## src/sv/dhst_pkg.sv

```systemverilog
// shared types, status codes and defaults for the double-hashed symbol table
package dhst_pkg;

    localparam int DHST_CAPACITY  = 256;
    localparam int DHST_KEY_BYTES = 8;

    localparam logic [1:0] ST_OK        = 2'd0;
    localparam logic [1:0] ST_NOT_FOUND = 2'd1;
    localparam logic [1:0] ST_FULL      = 2'd2;
    localparam logic [1:0] ST_DUPLICATE = 2'd3;

    localparam logic CMD_LOOKUP = 1'b0;
    localparam logic CMD_INSERT = 1'b1;

    typedef struct packed {
        logic        cmd;
        logic [63:0] key_chars;
        logic [31:0] new_value;
    } dhst_req_t;

    typedef struct packed {
        logic [1:0]  status;
        logic [31:0] found_value;
        logic [7:0]  slot;
    } dhst_rsp_t;

    // controller to datapath
    typedef struct packed {
        logic       clr_write;
        logic       load;
        logic       hash;
        logic       finish;
        logic       rd;
        logic       advance;
        logic       write;
        logic       res_set;
        logic [1:0] res_status;
        logic       res_slot;
        logic       res_val;
    } dhst_cmd_t;

    // datapath to controller
    typedef struct packed {
        logic is_insert;
        logic hash_last;
        logic n_last;
        logic used;
        logic key_match;
        logic table_full;
    } dhst_sts_t;

endpackage

```

## src/sv/dhst_ctrl.sv

```systemverilog
// controller: clearing pass, hash and probe sequencing, response handshake
module dhst_ctrl (
    input  logic                clk,
    input  logic                rst_n,
    input  logic                req_valid,
    output logic                req_ready,
    output logic                rsp_valid,
    input  logic                rsp_ready,
    output dhst_pkg::dhst_cmd_t cmd,
    input  dhst_pkg::dhst_sts_t sts
);
    import dhst_pkg::*;

    localparam logic [2:0] S_CLEAR  = 3'd0;
    localparam logic [2:0] S_IDLE   = 3'd1;
    localparam logic [2:0] S_HASH   = 3'd2;
    localparam logic [2:0] S_FINISH = 3'd3;
    localparam logic [2:0] S_RD     = 3'd4;
    localparam logic [2:0] S_CHECK  = 3'd5;
    localparam logic [2:0] S_DONE   = 3'd6;

    logic [2:0] state_reg;
    logic [2:0] state_next;
    logic [1:0] code_reg;
    logic [1:0] code_next;
    logic       slot_en_reg;
    logic       slot_en_next;
    logic       val_en_reg;
    logic       val_en_next;
    logic       rsp_valid_reg;
    logic       rsp_valid_next;
    logic       rsp_free;

    assign rsp_free  = !rsp_valid_reg || rsp_ready;
    assign req_ready = (state_reg == S_IDLE);
    assign rsp_valid = rsp_valid_reg;

    always_comb
    begin
        state_next   = state_reg;
        code_next    = code_reg;
        slot_en_next = slot_en_reg;
        val_en_next  = val_en_reg;
        cmd          = '0;
        case (state_reg)
            S_CLEAR:
            begin
                cmd.clr_write = 1'b1;
                if (sts.n_last)
                begin
                    state_next = S_IDLE;
                end
            end
            S_IDLE:
            begin
                if (req_valid)
                begin
                    cmd.load   = 1'b1;
                    state_next = S_HASH;
                end
            end
            S_HASH:
            begin
                cmd.hash = 1'b1;
                if (sts.hash_last)
                begin
                    state_next = S_FINISH;
                end
            end
            S_FINISH:
            begin
                cmd.finish = 1'b1;
                if (sts.is_insert && sts.table_full)
                begin
                    code_next    = ST_FULL;
                    slot_en_next = 1'b0;
                    val_en_next  = 1'b0;
                    state_next   = S_DONE;
                end
                else
                begin
                    state_next = S_RD;
                end
            end
            S_RD:
            begin
                cmd.rd     = 1'b1;
                state_next = S_CHECK;
            end
            S_CHECK:
            begin
                slot_en_next = 1'b0;
                val_en_next  = 1'b0;
                state_next   = S_DONE;
                if (!sts.used)
                begin
                    if (sts.is_insert)
                    begin
                        cmd.write    = 1'b1;
                        code_next    = ST_OK;
                        slot_en_next = 1'b1;
                    end
                    else
                    begin
                        code_next = ST_NOT_FOUND;
                    end
                end
                else if (sts.key_match)
                begin
                    slot_en_next = 1'b1;
                    if (sts.is_insert)
                    begin
                        code_next = ST_DUPLICATE;
                    end
                    else
                    begin
                        code_next   = ST_OK;
                        val_en_next = 1'b1;
                    end
                end
                else if (sts.n_last)
                begin
                    code_next = sts.is_insert ? ST_FULL : ST_NOT_FOUND;
                end
                else
                begin
                    cmd.advance = 1'b1;
                    state_next  = S_RD;
                end
            end
            S_DONE:
            begin
                if (rsp_free)
                begin
                    cmd.res_set    = 1'b1;
                    cmd.res_status = code_reg;
                    cmd.res_slot   = slot_en_reg;
                    cmd.res_val    = val_en_reg;
                    state_next     = S_IDLE;
                end
            end
            default:
            begin
                state_next = S_IDLE;
            end
        endcase
    end

    always_comb
    begin
        rsp_valid_next = rsp_valid_reg;
        if (rsp_ready)
        begin
            rsp_valid_next = 1'b0;
        end
        if (cmd.res_set)
        begin
            rsp_valid_next = 1'b1;
        end
    end

    always_ff @(posedge clk or negedge rst_n)
    begin
        if (!rst_n)
        begin
            state_reg     <= S_CLEAR;
            code_reg      <= ST_OK;
            slot_en_reg   <= 1'b0;
            val_en_reg    <= 1'b0;
            rsp_valid_reg <= 1'b0;
        end
        else
        begin
            state_reg     <= state_next;
            code_reg      <= code_next;
            slot_en_reg   <= slot_en_next;
            val_en_reg    <= val_en_next;
            rsp_valid_reg <= rsp_valid_next;
        end
    end

    a_res_valid: assert property (@(posedge clk) disable iff (!rst_n)
        cmd.res_set |=> rsp_valid_reg)
        else $error("result loaded but no word offered");

    a_rd_check: assert property (@(posedge clk) disable iff (!rst_n)
        cmd.rd |=> state_reg == S_CHECK)
        else $error("slot read not followed by check");

    a_accept_hash: assert property (@(posedge clk) disable iff (!rst_n)
        req_valid && req_ready |=> state_reg == S_HASH)
        else $error("accepted word not hashed");

endmodule
```

## config.mk

```make
export PLATFORM = sky130hd
export DESIGN_NAME = dhst_ctrl
export DESIGN_NICKNAME = d
export VERILOG_FILES = /design/src/sv/dhst_pkg.sv /design/src/sv/dhst_ctrl.sv
export SDC_FILE = /design/constraint.sdc
export NUM_CORES = 1
export LEC_CHECK = 0
export BUFFER_PORTS_ARGS = -buffer_cell sky130_fd_sc_hd__buf_2
export CAP_MARGIN = 0
export CORE_MARGIN = 4
export CORE_UTILIZATION = 45
export CTS_CLUSTER_DIAMETER = 120
export DETAILED_ROUTE_END_ITERATION = 10
export HOLD_SLACK_MARGIN = 0.1
export PLACE_DENSITY = 0.78
export SLEW_MARGIN = 20
export SYNTH_ARGS = -nofsm -noshare
export SYNTH_HDL_FRONTEND = slang
export SYNTH_SLANG_ARGS = --single-unit
```

## constraint.sdc

```tcl
create_clock -name clk -period 1.6 [get_ports clk]
set_input_delay 0.32 -clock clk [delete_from_list [all_inputs] [get_ports clk]]
set_output_delay 0.32 -clock clk [all_outputs]
set_load 0.05 [all_outputs]
```

# Yosys cells after proc, flatten, opt, wreduce, memory -nomap -nowiden
# Index checks and enable logic that the tools add are counted.
dict set report totals {
  latchBits 0
  output_inout_bits 14
  n_memories 0
  ff_bits 8
  ram_bits 0
  romBits 0
}
dict set report op_classes {
  n_bitwise 0
  div_mod_pow 0
  multipliers 0
  muxes 41
  order_cmp 0
  shift 0
  addsub 0
  n_reduce_logical 9
  n_eq_ne 12
}
# op n
set ops {}
lappend ops {{2-to-1 mux 2 bit} 11}
lappend ops {{one-hot mux 3 bit (7 select lines)} 1}
lappend ops {{2-to-1 mux 1 bit} 20}
lappend ops {{2-to-1 mux 3 bit} 4}
lappend ops {{2-to-1 mux 5 bit} 2}
lappend ops {{!= test 2 bit, second input constant} 5}
lappend ops {{equality test 3 bit, second input constant} 3}
lappend ops {{equality test 3 x 2 -> 1 bit, second input constant} 2}
lappend ops {{!= test 4 bit, second input constant} 1}
lappend ops {{one-hot mux 1 bit (2 select lines)} 2}
lappend ops {{one-hot mux 2 bit (2 select lines)} 1}
lappend ops {{AND reduction 4 bit} 1}
lappend ops {{nonzero test 2 bit} 2}
lappend ops {{equality test 3 x 1 -> 1 bit, second input constant} 1}
lappend ops {{zero test 3 bit} 1}
lappend ops {{AND reduction 3 bit} 1}
lappend ops {{AND reduction 2 bit} 1}
lappend ops {{logical AND 1 bit} 1}
lappend ops {{zero test 1 bit} 1}
lappend ops {{logical OR 1 bit} 1}

# Longest topological paths before layout
# Gate-level depths: netlist of run 1.
dict set report depth {
  depth_word 5
  depth_mapped 4
}

# Least setup slack after synthesis of run 1
# OpenSTA, ideal clock, no wires.
dict set report synth_timing {
  kind {register to output}
  start {register state_reg[0]}
  end {output cmd[10] in the netlist's numbering}
  required_time_ns 1.280
  path_stages_with_launch 4
  t_arrival_ns 1.813
  n_path_buf 1
  setup_slack_ns -0.533
  path_cell_list {dfrtp_1 clkbuf_4 nor3b_2 and2_1}
}
# item line
set synth_rtl {}
lappend synth_rtl {{start, declared} dhst_ctrl.sv:22} ;# logic [2:0] state_reg;
lappend synth_rtl {{start signal, assigned} dhst_ctrl.sv:174} ;# state_reg <= state_next;
lappend synth_rtl {{end, declared} dhst_ctrl.sv:9} ;# output dhst_pkg::dhst_cmd_t cmd,

==> results of run 1 <==
-- final timing paths --
check	endpoint	start	cells past startpoint
worst max-delay path	cmd[10]	state_reg[1]	4
worst min-delay path	state_reg[0]	req_valid	2
worst max register to register	state_reg[0]	state_reg[2]	6
worst min register to register	code_reg[0]	code_reg[0]	2
max in group asynchronous	rsp_valid	rst_n	2
min in group asynchronous	state_reg[0]	rst_n	2
-- repair_timing --
action / 4_1_cts / 5_1_grt
buffers inserted: 2 / 8
hold buffers: 1 / 0
endpoints found under the setup margin: 10 / 13
resized for setup: 24 / 27
pin swaps: 4 / 3
cloned: 0 / 0
endpoints found under the hold margin: 8 / 0
-- power by group through the flow --
| stage | clock (mW) | sequential (mW) | combinational [mW] |
|---|---|---|---|
| finish | 0.194 | 0.406 | 1.75 |
| global route | 0.209 | 0.412 | 1.84 |
| CTS | 0.176 | 0.378 | 1.31 |
| detailed placement | 0 | 0.365 | 1.17 |
| global placement | 0 | 0.360 | 1.15 |
| floorplan | 0 | 0.404 | 0.851 |
-- area by class of cell --
| type | instances | area, µm² | area share, % |
|---|---|---|---|
| Multi-Input combinational cell | 52 | 455 | 41.4 |
| Timing Repair Buffer | 42 | 384 | 34.9 |
| Sequential cell | 8 | 203 | 18.4 |
| Clock buffer | 4 | 26.3 | 2.39 |
| Tap cell | 14 | 17.5 | 1.59 |
| Inverter | 4 | 15.0 | 1.36 |
-- Yosys cell counts, types with 2 or more instances --
| cell type | n |
|---|---|
| dfrtp_1 | 8 |
| nor2_1 | 7 |
| inv_1 | 3 |
| a21oi_1 | 4 |
| o22ai_1 | 2 |
| nand2b_1 | 3 |
| nor3_1 | 4 |
| and2_1 | 5 |
| o21ai_0 | 3 |
| mux2i_1 | 2 |
| nor2b_1 | 3 |
| a21o_1 | 2 |
| nor3b_2 | 3 |
| buf_4 | 2 |
-- cells by family (layout without fill, tap and decap cells) --
logic type                 after synthesis  count (layout)  share of synthesized area [%]
AOI/OAI and AO/OA                       18              18                           19.5
adders and majority gates                1               1                           2.06
buffers and inverters                    8              50                           6.99
DFF                                      8               8                           32.9
muxes                                    3               3                           5.14
and+or+nand+nor                         30              30                           33.3
-- stage by stage --
stage | TNS, ps | total power [mW] | hold WS (ps) | worst slack, ps | std cells
global route | -2120 | 2.46 | 285 | -243 | 124
global placement | 0 | 1.51 | 170 | 57.6 | 110
CTS | -649 | 1.87 | 292 | -115 | 117
floorplan | -397 | 1.25 | 24.4 | -345 | 68
finish | -1560 | 2.35 | 271 | -194 | 124
detailed placement | 0 | 1.54 | 176 | 1.62 | 110
-- worst register-to-register path: cells and delay by family (launching register included) --
kind,cells,cell delay (ps)
and+or+nand+nor,1,40
AOI/OAI and AO/OA,2,520
buffers and inverters,3,420
DFF,1,420
-- per-layer routing --
layer	routed length, µm	vias up
met3	136	14
met2	1340	39
li1	-	322
met1	1000	351
met5	0	-
met4	123	0
==> flow_metrics.py, run 1 <==
metrics = {
    "status": {
        "status": "finished, violations left",
        "violations": "setup timing",
    },
    "floorplan": {
        "row_count": 12,
        "core_mm2": 0.00119,
        "initial_utilization_pct": 51.3,
        "die-area_mm2": 0.00200,
        "io_pins": 24,
        "die_x_um": 44.8,
        "die_h_um": 44.8,
    },
    "route": {
        "vias": 726,
        "firstDrtPassIters": 4,
        "wire_per_inst_um": 21.0,
        "ant_nets": 0,
        "drtIter0Drc": 24,
        "routed_wl_mm": 2.61,
        "remaining_drc_errors": 0,
        "avgViaCountPerCell": 5.85,
    },
    "critical_path": {
        "path_delay_family": "flip-flops",
        "startpoint_type": "flop",
        "crit_slowest_cell": "dfrtp_2",
        "cp_cell_sequence": "buf_6 > nor3b_4 > and2_4 > buf_8",
        "arrival_ps": 1470,
        "ff2ff_setup_slack_ps": 60,
        "crit_buf_inv": 2,
        "worstPathRequired_ps": 1280,
        "critPathCaptureType": "output pin",
        "worstSetupPathType": "flop to output pin",
        "max_stage_delay_ps": 460,
        "crit_path_max_fanout": 4,
    },
    "global_route": {
        "first_global_vias": 658,
        "met2_usage_pct": 35.2,
        "busiest_layer": "met2",
        "track_usage_pct": 20.4,
        "antenna_found_initial": 0,
        "grt_pass1_wl_mm": 2.98,
        "met3_usage_pct": 6.37,
        "grt_max_degree": 13,
        "use_met1_pct": 23.2,
        "gr-total-overflow": 0,
    },
    "final_layout": {
        "syn2layout_area_growth_pct": 81.1,
        "final_util_pct": 92.8,
        "layout_common_cells": "13 x buf_6, 11 x buf_2, 11 x buf_4",
        "drive_gt1_share_pct": 60.0,
        "n_antenna_cell": 0,
        "final_common_cell": "buf_6",
        "stdcell_area_mm2": 0.00110,
        "largest_reg_flops": 3,
        "nNetsFinal": 122,
        "nFillCells": 43,
    },
    "place": {
        "placed_cell_area_um2": 818,
        "port_buffers": 23,
        "dp_hpwl_mm": 1.23,
        "gp_congestion": 0.732,
    },
    "sta": {
        "rsz0062_at_grt": "yes",
        "fin_ws_ps": -194,
        "tightest_slew_ps": 409,
        "post-route-min-period_ps": 1790,
        "setup-violations-final": 13,
        "fmax_mhz": 557,
        "hold_violations": 0,
        "drv_slew": 0,
        "finClkSkew_ps": 3.99,
        "min_period_over_period_pct": 112,
        "slew_headroom_pct": 72.6,
    },
    "worst_hold_path": {
        "min_path_type": "input pin to flop",
    },
    "power": {
        "ir_drop_mv": 1.67,
        "share_comb_of_total_power_pct": 74.5,
        "p_per_area_mw_per_mm2": 2130,
        "p_clk_share_pct": 8.2,
        "leakage_nw": 0.532,
        "intPower_mw": 1.19,
        "power_switching_mw": 1.16,
        "switching_share_pct": 49.4,
        "power_frac_seq_pct": 17.3,
    },
    "clock_tree": {
        "clk_pin_slew_ps": 70,
        "clk_latency_ps": 280,
        "cts_tree": "yes",
        "clock_tree.buffer_depth": 2,
        "clock_sinks": 8,
        "cts_root_buffer": "clkbuf_4",
        "cts_buffers": 3,
        "htree_levels": 1,
    },
    "yosys": {
        "syn_area_um2": 608,
        "synth_edf_count": 0,
        "netlist_instances": 68,
        "avgSynthCellArea_um2": 8.94,
        "synth_area_leaders": "dfrtp_1 33%, nor3b_2 6.2%, and2_1 5.1%",
        "asyncSetResetFlopFracSynth_pct": 100,
        "synthFlopType": "dfrtp_1",
        "synth_fp_nets": 79,
        "yosysTopAreaCell": "dfrtp_1",
        "ys_seq_area_share_pct": 32.9,
        "netlist.area_leader.share_pct": 32.9,
        "ys_types": 31,
        "yosys_warnings": 0,
        "synth-seq-cells": 8,
    },
    "flow_run": {
        "cap_violations": 0,
    },
}
Note: power is estimated with default switching activity, not from simulation.
==> run 2, diff against run 1 <==
BUFFER_PORTS_ARGS = -buffer_cell sky130_fd_sc_hd__clkbuf_2   (was -buffer_cell sky130_fd_sc_hd__buf_2)
==> flow_metrics.py, run 2 (synthesis gave the netlist of run 1 again) <==
metrics = {
    "global_route": {
        "met3_usage_pct": 6.37,
        "grt_pass1_wl_mm": 4.02,
        "busiest_layer": "met2",
        "antenna_found_initial": 0,
        "track_usage_pct": 28.2,
        "met2_usage_pct": 47.9,
        "grt_max_degree": 13,
        "use_met1_pct": 36.0,
        "first_global_vias": 764,
        "gr-total-overflow": 0,
    },
    "critical_path": {
        "path_delay_family": "simple AND/OR/NAND/NOR gates",
        "reg2reg_depth": 5,
        "crit_start": "state_reg[0]",
        "worstPathRequired_ps": 1280,
        "arrival_ps": 1450,
        "max_stage_delay_ps": 380,
        "crit_slowest_cell": "dfrtp_1",
        "reg2reg_from": "state_reg[0]",
        "crit_buf_inv": 1,
        "worstSetupPathType": "flop to output pin",
        "ff2ff_setup_slack_ps": 150,
        "crit_path_max_fanout": 5,
        "cp_cell_sequence": "nand2b_4 > nor3b_4 > and2_4 > clkbuf_16",
        "critPathCaptureType": "output pin",
        "startpoint_type": "flop",
        "r2r_end": "code_reg[0]",
        "crit_cells": 4,
        "crit_path_end": "cmd[2]",
    },
    "flow_run": {
        "cap_violations": 0,
    },
    "power": {
        "total_power_mw": 2.13,
        "leakage_nw": 0.520,
        "p_per_area_mw_per_mm2": 1960,
        "ir_drop_mv": 1.60,
    },
    "worst_hold_path": {
        "min_path_type": "input pin to flop",
    },
    "sta": {
        "timing.setup.tns_ps": -1140,
        "rsz0062_at_grt": "yes",
        "finClkSkew_ps": 10.3,
        "tightest_slew_ps": 303,
        "min_period_over_period_pct": 110,
        "post-route-min-period_ps": 1770,
        "fin_ws_ps": -167,
        "setup-violations-final": 11,
        "fin_hold_ws_ps": 311,
        "fmax_mhz": 566,
        "drv_slew": 0,
        "slew_headroom_pct": 79.7,
        "hold_violations": 0,
    },
    "final_layout": {
        "nNetsFinal": 118,
        "final_util_pct": 91.5,
        "largest_reg_flops": 3,
        "n_antenna_cell": 0,
        "final_common_cell": "buf_4",
        "layout_common_cells": "13 x buf_4, 10 x clkbuf_2, 6 x nor2_1, 6 x dfrtp_1",
        "drive_gt1_share_pct": 56.6,
        "syn2layout_area_growth_pct": 78.4,
    },
    "floorplan": {
        "initial_utilization_pct": 51.3,
        "io_pins": 24,
        "die-area_mm2": 0.00200,
        "row_count": 12,
        "die_h_um": 44.8,
        "core_mm2": 0.00119,
        "die_x_um": 44.8,
    },
    "route": {
        "avgViaCountPerCell": 6.03,
        "ant_nets": 0,
        "remaining_drc_errors": 0,
        "drtIter0Drc": 31,
        "wire_per_inst_um": 21.0,
        "vias": 724,
        "routed_wl_mm": 2.53,
        "firstDrtPassIters": 4,
    },
    "clock_tree": {
        "clk_latency_ps": 270,
        "clock_tree.buffer_depth": 2,
        "clock_sinks": 8,
        "cts_buffers": 3,
        "cts_tree": "yes",
        "htree_levels": 1,
        "cts_root_buffer": "clkbuf_4",
        "clk_pin_slew_ps": 50,
    },
    "status": {
        "violations": "setup timing",
        "status": "finished, violations left",
    },
    "place": {
        "gp_congestion": 0.736,
        "port_buffers": 23,
        "dp_hpwl_mm": 1.26,
    },
}
run 2: cell types whose count changed in the layout (fill, tap and decap cells not counted), sizes merged:
cell	change
buf	-22
clkbuf	+18
run 2: layout make-up:
| cell class | count | area [µm²] |
|---|---|---|
| clock buffers | 4 | 26.3 |
| fillers | 46 | 101 |
| inverters | 4 | 15.0 |
| multi-input cells | 52 | 429 |
| flip-flops and latches | 8 | 203 |
| well taps | 14 | 17.5 |
| repair buffers | 38 | 394 |
run 2: worst min-delay path by stage:
stage / end / depth (start not counted) / slack [ps] / start
2_1_floorplan: code_reg[0] / 0 / 20 / rst_n
6_report: state_reg[0] / 2 / 310 / req_valid
3_3_place_gp: val_en_reg / 1 / 180 / rst_n
5_1_grt: state_reg[0] / 2 / 300 / req_valid
4_1_cts: state_reg[0] / 2 / 300 / req_valid
3_5_place_dp: code_reg[0] / 1 / 180 / rst_n
run 2: timing repair:
item | CTS | global route
buffers inserted | 4 | 1
endpoints found under the setup margin | 13 | 13
pin swaps | 6 | 2
cloned | 0 | 0
resized for setup | 30 | 8
hold buffers | 1 | 0
endpoints found under the hold margin | 8 | 0
run 2: layer usage:
layer / vias up / share of wire [%]
met4: 0 / 4.4
met1: 352 / 40
li1: 315 / -
met2: 46 / 49
met3: 11 / 6.3
met5: - / 0
run 2: where the power goes:
part           switching (mW)  internal, mW
clock network          0.0852        0.0964
logic                   0.893         0.659
registers              0.0933         0.302
total                    1.07          1.06
run 2: metrics by stage:
stage / setup WS, ps / cell area, µm² / cells
finish: -167 / 1080 / 120
global route: -233 / 1080 / 120
CTS: -145 / 1060 / 119
detailed placement: -28.7 / 833 / 110
global placement: 34.2 / 833 / 110
floorplan: -345 / 646 / 68
